File: config.mk
export PLATFORM = sky130hd
export DESIGN_NAME = debounced_dual_servo_ramp
export DESIGN_NICKNAME = d
export VERILOG_FILES = /design/src/rtl/core/ddsr_pkg.sv /design/src/rtl/core/debounced_dual_servo_ramp.sv
export VERILOG_INCLUDE_DIRS = /design/src /design/src/rtl/core
export SDC_FILE = /design/constraint.sdc
export NUM_CORES = 1
export LEC_CHECK = 0
export BUFFER_PORTS_ARGS = -buffer_cell sky130_fd_sc_hd__buf_2
export CAP_MARGIN = 20
export CORE_UTILIZATION = 70
export CTS_BUF_LIST = sky130_fd_sc_hd__clkbuf_4
export DETAILED_ROUTE_END_ITERATION = 10
export PLACE_DENSITY = 0.86
export SETUP_SLACK_MARGIN = 0.02
export SYNTH_ARGS = -nofsm -noshare
export SYNTH_HDL_FRONTEND = slang
export SYNTH_SLANG_ARGS = --single-unit
File: constraint.sdc
create_clock -name clk -period 21 [get_ports clk]
set_input_delay 4.2 -clock clk [delete_from_list [all_inputs] [get_ports clk]]
set_output_delay 4.2 -clock clk [all_outputs]
set_load 0.03 [all_outputs]
File: src/rtl/core/debounced_dual_servo_ramp_defines.svh
// assertion macros for the debounced dual servo ramp
`ifndef DEBOUNCED_DUAL_SERVO_RAMP_DEFINES_SVH
`define DEBOUNCED_DUAL_SERVO_RAMP_DEFINES_SVH

`ifndef SYNTHESIS
// property that must hold at every clock edge out of reset
`define DDSR_ASSERT(lbl, prop, msg) \
    lbl: assert property (@(posedge clk) disable iff (!rst_n) prop) else $error(msg);
// condition that must never be true out of reset
`define DDSR_ASSERT_NEVER(lbl, cond, msg) \
    lbl: assert property (@(posedge clk) disable iff (!rst_n) !(cond)) else $error(msg);
`else
`define DDSR_ASSERT(lbl, prop, msg)
`define DDSR_ASSERT_NEVER(lbl, cond, msg)
`endif

`endif

File: src/rtl/core/ddsr_pkg.sv
// types and constants for the debounced dual servo ramp
package ddsr_pkg;

    localparam int POS_W     = 8;
    localparam int POS_CNT   = 1 << POS_W;
    localparam int TICK_W    = 16;
    localparam int CFG_IDX_W = 3;
    localparam int CFG_W     = 16;
    localparam int SERVOS    = 2;

    localparam logic [TICK_W-1:0] DEBOUNCE_RESET = 16'd80;
    localparam logic [TICK_W-1:0] STEP_RESET     = 16'd20;
    localparam logic [POS_W-1:0]  ON_A_RESET     = 8'd29;
    localparam logic [POS_W-1:0]  ON_B_RESET     = 8'd32;
    localparam logic [POS_W-1:0]  OFF_A_RESET    = 8'd0;
    localparam logic [POS_W-1:0]  OFF_B_RESET    = 8'd0;
    localparam logic [TICK_W-1:0] TICK_MAX       = 16'hFFFF;

    typedef enum logic [CFG_IDX_W-1:0] {
        CFG_DEBOUNCE_TICKS = 3'd0,
        CFG_STEP_TICKS     = 3'd1,
        CFG_ON_POSITION_A  = 3'd2,
        CFG_ON_POSITION_B  = 3'd3,
        CFG_OFF_POSITION_A = 3'd4,
        CFG_OFF_POSITION_B = 3'd5
    } cfg_reg_t;

    // result item, position_a in the lowest bits
    typedef struct packed {
        logic             demand_stable;
        logic             on_state;
        logic             moving;
        logic [POS_W-1:0] position_b;
        logic [POS_W-1:0] position_a;
    } out_item_t;

    localparam int OUT_W   = $bits(out_item_t);
    localparam int M_DATA_W = ((OUT_W + 7) / 8) * 8;
    localparam int S_DATA_W = 8;

endpackage

File: src/rtl/core/debounced_dual_servo_ramp.sv
// debounced on/off demand driving two servos along a linear ramp
`include "debounced_dual_servo_ramp_defines.svh"

// One tick item can be accepted in every clock cycle. Its result is registered at the
// accepting edge into the result register, which the master side offers, or into a skid
// register behind it while that holds an item not taken; input keeps flowing while one
// result waits and stalls only while both hold an item. The step index is kept pre-scaled
// by a reciprocal of the step count, so each ramp position is one small multiply and a
// shift with no divider; end positions written during a ramp act on the next tick.
module debounced_dual_servo_ramp
    import ddsr_pkg::*;
#(
    parameter int MOVE_STEPS = 250
)
(
    input  logic                 clk,
    input  logic                 rst_n,
    input  logic                 s_tvalid,
    output logic                 s_tready,
    input  logic [S_DATA_W-1:0]  s_tdata,   // demand_raw
    output logic                 m_tvalid,
    input  logic                 m_tready,
    output logic [M_DATA_W-1:0]  m_tdata,   // position_a, position_b, moving, on_state,
                                            // demand_stable
    input  logic                 cfg_we,
    input  logic [CFG_IDX_W-1:0] cfg_index,
    input  logic [CFG_W-1:0]     cfg_data
);

    localparam int IDX_W = $clog2(MOVE_STEPS + 1);
    localparam logic [IDX_W-1:0] STEPS_I = IDX_W'(MOVE_STEPS);

    // reciprocal of the step count, exact for every scaled offset below 2**X_W
    localparam int     L_W   = $clog2(MOVE_STEPS);
    localparam int     X_W   = L_W + POS_W;
    localparam int     SH    = X_W + L_W;
    localparam longint RECIP = ((longint'(1) << SH) + longint'(MOVE_STEPS) - 1)
                               / longint'(MOVE_STEPS);
    localparam int     RCP_W = X_W + 2;
    localparam int     IM_W  = RCP_W + IDX_W;
    localparam int     PR_W  = IM_W + POS_W;
    localparam logic [RCP_W-1:0] RCP      = RCP_W'(RECIP);
    localparam logic [PR_W-1:0]  CEIL_ADD = PR_W'(longint'(MOVE_STEPS - 1) * RECIP);

    // configuration
    logic [TICK_W-1:0] debounce_reg;
    logic [TICK_W-1:0] step_ticks_reg;
    logic [POS_W-1:0]  on_pos_reg  [SERVOS];
    logic [POS_W-1:0]  off_pos_reg [SERVOS];

    // state
    logic              raw_prev_reg, raw_prev_next;
    logic              stable_reg, stable_next;
    logic [TICK_W-1:0] hold_reg, hold_next;
    logic              on_flag_reg, on_flag_next;
    logic              ramp_reg, ramp_next;
    logic [IDX_W-1:0]  step_idx_reg, step_idx_next;
    logic [TICK_W-1:0] tick_reg, tick_next;
    logic [POS_W-1:0]  cur_reg [SERVOS];
    logic [POS_W-1:0]  cur_next [SERVOS];
    logic [IM_W-1:0]   im_reg, im_next;

    // output side
    out_item_t out_reg, skid_reg, item_new;
    logic      out_valid_reg, skid_valid_reg;

    logic              accept;
    logic              pop;
    logic              raw;
    logic              start_ramp;
    logic              advance;
    logic              finish;
    logic [TICK_W-1:0] spacing;
    logic [TICK_W:0]   tick_inc;

    logic [POS_W-1:0] tgt [SERVOS];
    logic             neg [SERVOS];
    logic [POS_W-1:0] mag [SERVOS];
    logic [PR_W-1:0]  prod [SERVOS];
    logic [POS_W-1:0] step_q [SERVOS];
    logic [POS_W-1:0] ramp_pos [SERVOS];
    logic [POS_W-1:0] pos [SERVOS];

    assign s_tready = !skid_valid_reg;
    assign accept   = s_tvalid && s_tready;
    assign pop      = out_valid_reg && m_tready;
    assign raw      = s_tdata[0];
    assign m_tvalid = out_valid_reg;
    assign m_tdata  = M_DATA_W'(out_reg);

    // debounce and ramp sequencing
    always_comb
    begin
        raw_prev_next = raw_prev_reg;
        stable_next   = stable_reg;
        hold_next     = hold_reg;
        on_flag_next  = on_flag_reg;
        ramp_next     = ramp_reg;
        step_idx_next = step_idx_reg;
        tick_next     = tick_reg;
        start_ramp    = 1'b0;
        advance       = 1'b0;
        finish        = 1'b0;
        spacing       = (step_ticks_reg == '0) ? TICK_W'(1) : step_ticks_reg;
        tick_inc      = {1'b0, tick_reg} + (TICK_W + 1)'(1);
        if (!ramp_reg)
        begin
            if (raw != raw_prev_reg)
            begin
                raw_prev_next = raw;
                hold_next     = '0;
            end
            else if (hold_reg != TICK_MAX)
            begin
                hold_next = hold_reg + TICK_W'(1);
            end
            if (hold_next >= debounce_reg)
            begin
                stable_next = raw;
            end
            if (stable_next != on_flag_reg)
            begin
                start_ramp    = 1'b1;
                ramp_next     = 1'b1;
                step_idx_next = IDX_W'(1);
                tick_next     = '0;
            end
        end
        else
        begin
            if (hold_reg != TICK_MAX)
            begin
                hold_next = hold_reg + TICK_W'(1);
            end
            if (tick_inc >= {1'b0, spacing})
            begin
                tick_next = '0;
                if (step_idx_reg >= STEPS_I)
                begin
                    finish        = 1'b1;
                    on_flag_next  = !on_flag_reg;
                    ramp_next     = 1'b0;
                    step_idx_next = '0;
                end
                else
                begin
                    advance       = 1'b1;
                    step_idx_next = step_idx_reg + IDX_W'(1);
                end
            end
            else
            begin
                tick_next = tick_inc[TICK_W-1:0];
            end
        end
    end

    // per-servo ramp position
    always_comb
    begin
        // step index times the reciprocal
        im_next = im_reg;
        if (start_ramp)
        begin
            im_next = IM_W'(RCP);
        end
        else if (advance)
        begin
            im_next = im_reg + IM_W'(RCP);
        end
        else if (finish)
        begin
            im_next = '0;
        end
        for (int s = 0; s < SERVOS; s++)
        begin
            tgt[s]  = on_flag_reg ? off_pos_reg[s] : on_pos_reg[s];
            neg[s]  = tgt[s] < cur_reg[s];
            mag[s]  = neg[s] ? (cur_reg[s] - tgt[s]) : (tgt[s] - cur_reg[s]);
            // negative moves round toward minus infinity, so take the ceiling there
            prod[s]   = PR_W'(im_next) * PR_W'(mag[s]) + (neg[s] ? CEIL_ADD : '0);
            step_q[s] = prod[s][SH +: POS_W];
            ramp_pos[s] = neg[s] ? (cur_reg[s] - step_q[s]) : (cur_reg[s] + step_q[s]);
            cur_next[s] = finish ? tgt[s] : cur_reg[s];
            pos[s]      = ramp_next ? ramp_pos[s] : cur_next[s];
        end
        item_new.position_a    = pos[0];
        item_new.position_b    = pos[1];
        item_new.moving        = ramp_next;
        item_new.on_state      = on_flag_next;
        item_new.demand_stable = stable_next;
    end

    // configuration registers
    always_ff @(posedge clk or negedge rst_n)
    begin
        if (!rst_n)
        begin
            debounce_reg   <= DEBOUNCE_RESET;
            step_ticks_reg <= STEP_RESET;
            on_pos_reg[0]  <= ON_A_RESET;
            on_pos_reg[1]  <= ON_B_RESET;
            off_pos_reg[0] <= OFF_A_RESET;
            off_pos_reg[1] <= OFF_B_RESET;
        end
        else if (cfg_we)
        begin
            case (cfg_index)
                CFG_DEBOUNCE_TICKS: debounce_reg   <= cfg_data;
                CFG_STEP_TICKS:     step_ticks_reg <= cfg_data;
                CFG_ON_POSITION_A:  on_pos_reg[0]  <= cfg_data[POS_W-1:0];
                CFG_ON_POSITION_B:  on_pos_reg[1]  <= cfg_data[POS_W-1:0];
                CFG_OFF_POSITION_A: off_pos_reg[0] <= cfg_data[POS_W-1:0];
                CFG_OFF_POSITION_B: off_pos_reg[1] <= cfg_data[POS_W-1:0];
                default: ;
            endcase
        end
    end

    // tick state
    always_ff @(posedge clk or negedge rst_n)
    begin
        if (!rst_n)
        begin
            raw_prev_reg <= 1'b0;
            stable_reg   <= 1'b0;
            hold_reg     <= '0;
            on_flag_reg  <= 1'b0;
            ramp_reg     <= 1'b0;
            step_idx_reg <= '0;
            tick_reg     <= '0;
            cur_reg[0]   <= OFF_A_RESET;
            cur_reg[1]   <= OFF_B_RESET;
            im_reg       <= '0;
        end
        else if (accept)
        begin
            raw_prev_reg <= raw_prev_next;
            stable_reg   <= stable_next;
            hold_reg     <= hold_next;
            on_flag_reg  <= on_flag_next;
            ramp_reg     <= ramp_next;
            step_idx_reg <= step_idx_next;
            tick_reg     <= tick_next;
            cur_reg[0]   <= cur_next[0];
            cur_reg[1]   <= cur_next[1];
            im_reg       <= im_next;
        end
    end

    // result register and skid
    always_ff @(posedge clk or negedge rst_n)
    begin
        if (!rst_n)
        begin
            out_valid_reg  <= 1'b0;
            skid_valid_reg <= 1'b0;
        end
        else if (accept)
        begin
            if (!out_valid_reg || pop)
            begin
                out_valid_reg <= 1'b1;
            end
            else
            begin
                skid_valid_reg <= 1'b1;
            end
        end
        else if (pop)
        begin
            out_valid_reg  <= skid_valid_reg;
            skid_valid_reg <= 1'b0;
        end
    end

    always_ff @(posedge clk)
    begin
        if (accept)
        begin
            if (!out_valid_reg || pop)
            begin
                out_reg <= item_new;
            end
            else
            begin
                skid_reg <= item_new;
            end
        end
        else if (pop && skid_valid_reg)
        begin
            out_reg <= skid_reg;
        end
    end

    `DDSR_ASSERT_NEVER(a_skid_orphan, skid_valid_reg && !out_valid_reg, "orphan skid item")
    `DDSR_ASSERT_NEVER(a_step_rng, ramp_reg && (step_idx_reg - IDX_W'(1) >= STEPS_I), "bad step")
    `DDSR_ASSERT_NEVER(a_scaled_idx, im_reg != IM_W'(step_idx_reg) * RCP, "scaled index drift")
    `DDSR_ASSERT_NEVER(a_ramp_cause, ramp_reg && stable_reg == on_flag_reg, "ramp with no cause")
    `DDSR_ASSERT(a_toggle, !$stable(on_flag_reg) |-> ($past(ramp_reg) && !ramp_reg), "bad toggle")

endmodule

==> results_dict.tcl <==
set metrics [dict create \
    outcome "finished clean" \
    tns_ns 0 \
    synth_top_area_share_pct 26.3 \
    ys_types 87 \
    synth_area_leader_cell "fa_1" \
    synth.yosys.warnings 0 \
    postCtsSetupRepairBufs 0 \
    vias_per_cell 6.25 \
    ys_dominant_reg_cell "dfrtp_1" \
    insertion_delay_ns 0.69 \
    setup_viol 0 \
    post_drt_wl_per_cell_um 19.2 \
    synth_top_family_by_area "adder cells" \
    fin_crit_sh_pct 74.8 \
    multi_input_area_um2 17900 \
    vias 21100 \
    largest_register_ffs 26 \
    drv_slew 0 \
    synth_area_leaders "fa_1 26%, dfrtp_1 14%, ha_1 9.0%, inv_1 7.3%, nor2_1 5.5%" \
    row_count 68 \
    synth_seq_cells 190 \
    clock-sinks 190 \
    worstPathRequired_ns 21.40 \
    cp_common_cell "fa_1" \
    post-dp-hpwl_um 49600 \
    synth_compound_area_share_pct 11.6 \
    worst_pin_slew_ns 1.14 \
    grt_pass1_wl_um 108000 \
    synth_xor_area_share_pct 2.95 \
    regArea_um2 4960 \
    rr_startpoint "hold_reg[6]$_DFFE_PN0P_" \
    start_util_pct 71.9 \
    finalWirelength_um 64800 \
    slowest_delay_ns 0.79 \
    synthArstFlopShare_pct 80.0 \
    startpoint_type "primary input" \
    cts_max_path_buffers 2 \
    firstDrtPassIters 6 \
    grt_max_degree 91 \
    fp.dieW_um 191 \
    drcViolationCount 0 \
    grt_pass1_vias 22200 \
    synth-simple-area-share_pct 17.6 \
    syn_area_um2 25100 \
    die_area_um2 36600 \
    io_buffers 45 \
    clk_pin_slew_worst_paths_ns 0.18 \
    antenna_found_initial 2 \
    cts_made_buffers 17 \
    grt_overflow 0 \
    syn-instance-count 2922 \
    synth.area.mux_share_pct 3.43 \
    hold_start "step_idx_reg[6]$_DFFE_PN0P_" \
    synth_fa_ha_area_share_pct 35.4 \
    drv_cap 0 \
    syn_to_final_growth_pct 4.20 \
    placed_cell_area_um2 25800 \
    fin_area_um2 26100 \
    clock.fmax_mhz 63.6 \
    layout-drive-gt1-share_pct 8.60 \
    rsz0062_at_grt "false" \
    dr.first_iter.drc_count 1727 \
    fp.dieH_um 191 \
    hold_violations 0 \
    grt_use_total_pct 37.6 \
    fin_nets 3448 \
    crit_fanout 45 \
    yosysSeqAreaShare_pct 19.8 \
    clock-root-buffer "clkbuf_4" \
    fin_skew_ns 0.0503 \
    min_path_type "reg2reg" \
    holdBufCountCts 0 \
    io_pins 58 \
    core-area_um2 34900 \
    crit_slowest_cell "o311a_1" \
    final_common_cell "inv_1" \
    final_cell_mix "488 x inv_1, 369 x nor2_1, 330 x fa_1" \
    avgSynthCellArea_um2 8.59 \
    cts_tree "done" \
    ant_nets 0 \
    fin_crit_ns 15.72 \
    nFillCells 2476 \
    cts_resized 0 \
    synth-edff-count 38 \
    cts_max_level 4 \
    end_kind "flop" \
    cp_data_arrival_time_ns 16.11 \
    path_class "in2reg" \
    relSlewSlack_pct 24.1 \
    finalWeightedCongestion 0.920 \
    cp-startpoint "s_tdata[0]" \
]
[worst max-delay path, delay by kind of cell]
| family | cells | cell delay (ns) |
|---|---|---|
| AOI/OAI and AO/OA | 16 | 5.25 |
| adders and majority gates | 7 | 3.05 |
| and+or+nand+nor | 6 | 1.53 |
| buffers and inverters | 5 | 0.88 |
| xor gates and xnor gates | 4 | 0.72 |
| muxes | 2 | 0.41 |
[area by class of cell]
type / count / area share [%]
antenna: 1 / 0.00957
clock inverter: 15 / 0.680
tap: 455 / 2.18
sequential: 190 / 19.0
multi-input combinational: 2124 / 68.5
timing repair buffer: 83 / 2.14
inverter: 489 / 7.03
clock buffer: 17 / 0.488
[logic make-up (layout without fill, tap and decap cells)]
group,count (synthesis),count (layout)
muxes,80,80
other,1,6
xor gates and xnor gates,83,83
adders and majority gates,511,511
and+or+nand+nor,984,984
DFF,190,190
buffers and inverters,612,604
AOI/OAI and AO/OA,461,461
[per-layer routing]
layer  global-route usage, %  routed length (um)  up-vias
met4                    20.5                3530        2
met1                    44.8               24800    10400
met2                    64.3               31800     1011
li1                        -                   -     9388
met3                    6.96                4640      258
met5                       0                  32        -
[synth_stat cells (6+ instances only)]
cell,instances
nand2_1,307
and3_1,24
o21ai_0,164
ha_1,181
or2_2,52
clkbuf_1,113
a21oi_1,90
inv_1,488
xor2_1,28
o21ai_1,9
xnor2_1,54
nor2b_1,11
nand3_1,73
a21o_1,26
mux2i_1,32
nand2b_1,15
dfrtp_1,143
nand4_1,30
and2_1,13
a31oi_1,14
mux2_2,48
nor3_1,27
fa_1,330
o31ai_1,17
o21a_1,22
a211oi_1,20
edfxtp_1,38
or4_1,7
dfstp_2,9
or3_1,19
o211ai_1,19
o21bai_1,7
nor4_1,10
nor2_1,370
and4_1,6
[worst paths after layout]
kind	endpoint	slack, ns	depth (start not counted)
max reg2reg	skid_reg[7]$_DFFE_PP_	6.76	47
min reg2reg	step_idx_reg[6]$_DFFE_PN0P_	0.51	1
max	skid_reg[7]$_DFFE_PP_	5.28	40
max in group asynchronous	hold_reg[3]$_DFFE_PN0P_	16.04	2
min	step_idx_reg[6]$_DFFE_PN0P_	0.51	1
min in group asynchronous	im_reg[8]$_DFFE_PN0P_	3.54	1
[through the flow]
step | utilization, % | instances | worst slack [ns] | hold WS [ns]
finish | 74.9 | 3374 | 5.28 | 0.511
detailed placement | 73.9 | 3337 | 4.86 | 0.487
global placement | 73.8 | 3336 | 5.17 | 0.461
CTS | 74.8 | 3369 | 5.52 | 0.515
global route | 74.9 | 3374 | 4.81 | 0.535
floorplan | - | 2926 | 6.97 | 0.446
Power is left out: the tool's default activity adds up to more than one toggle a clock period on the data nets, which glitch-free logic cannot reach.
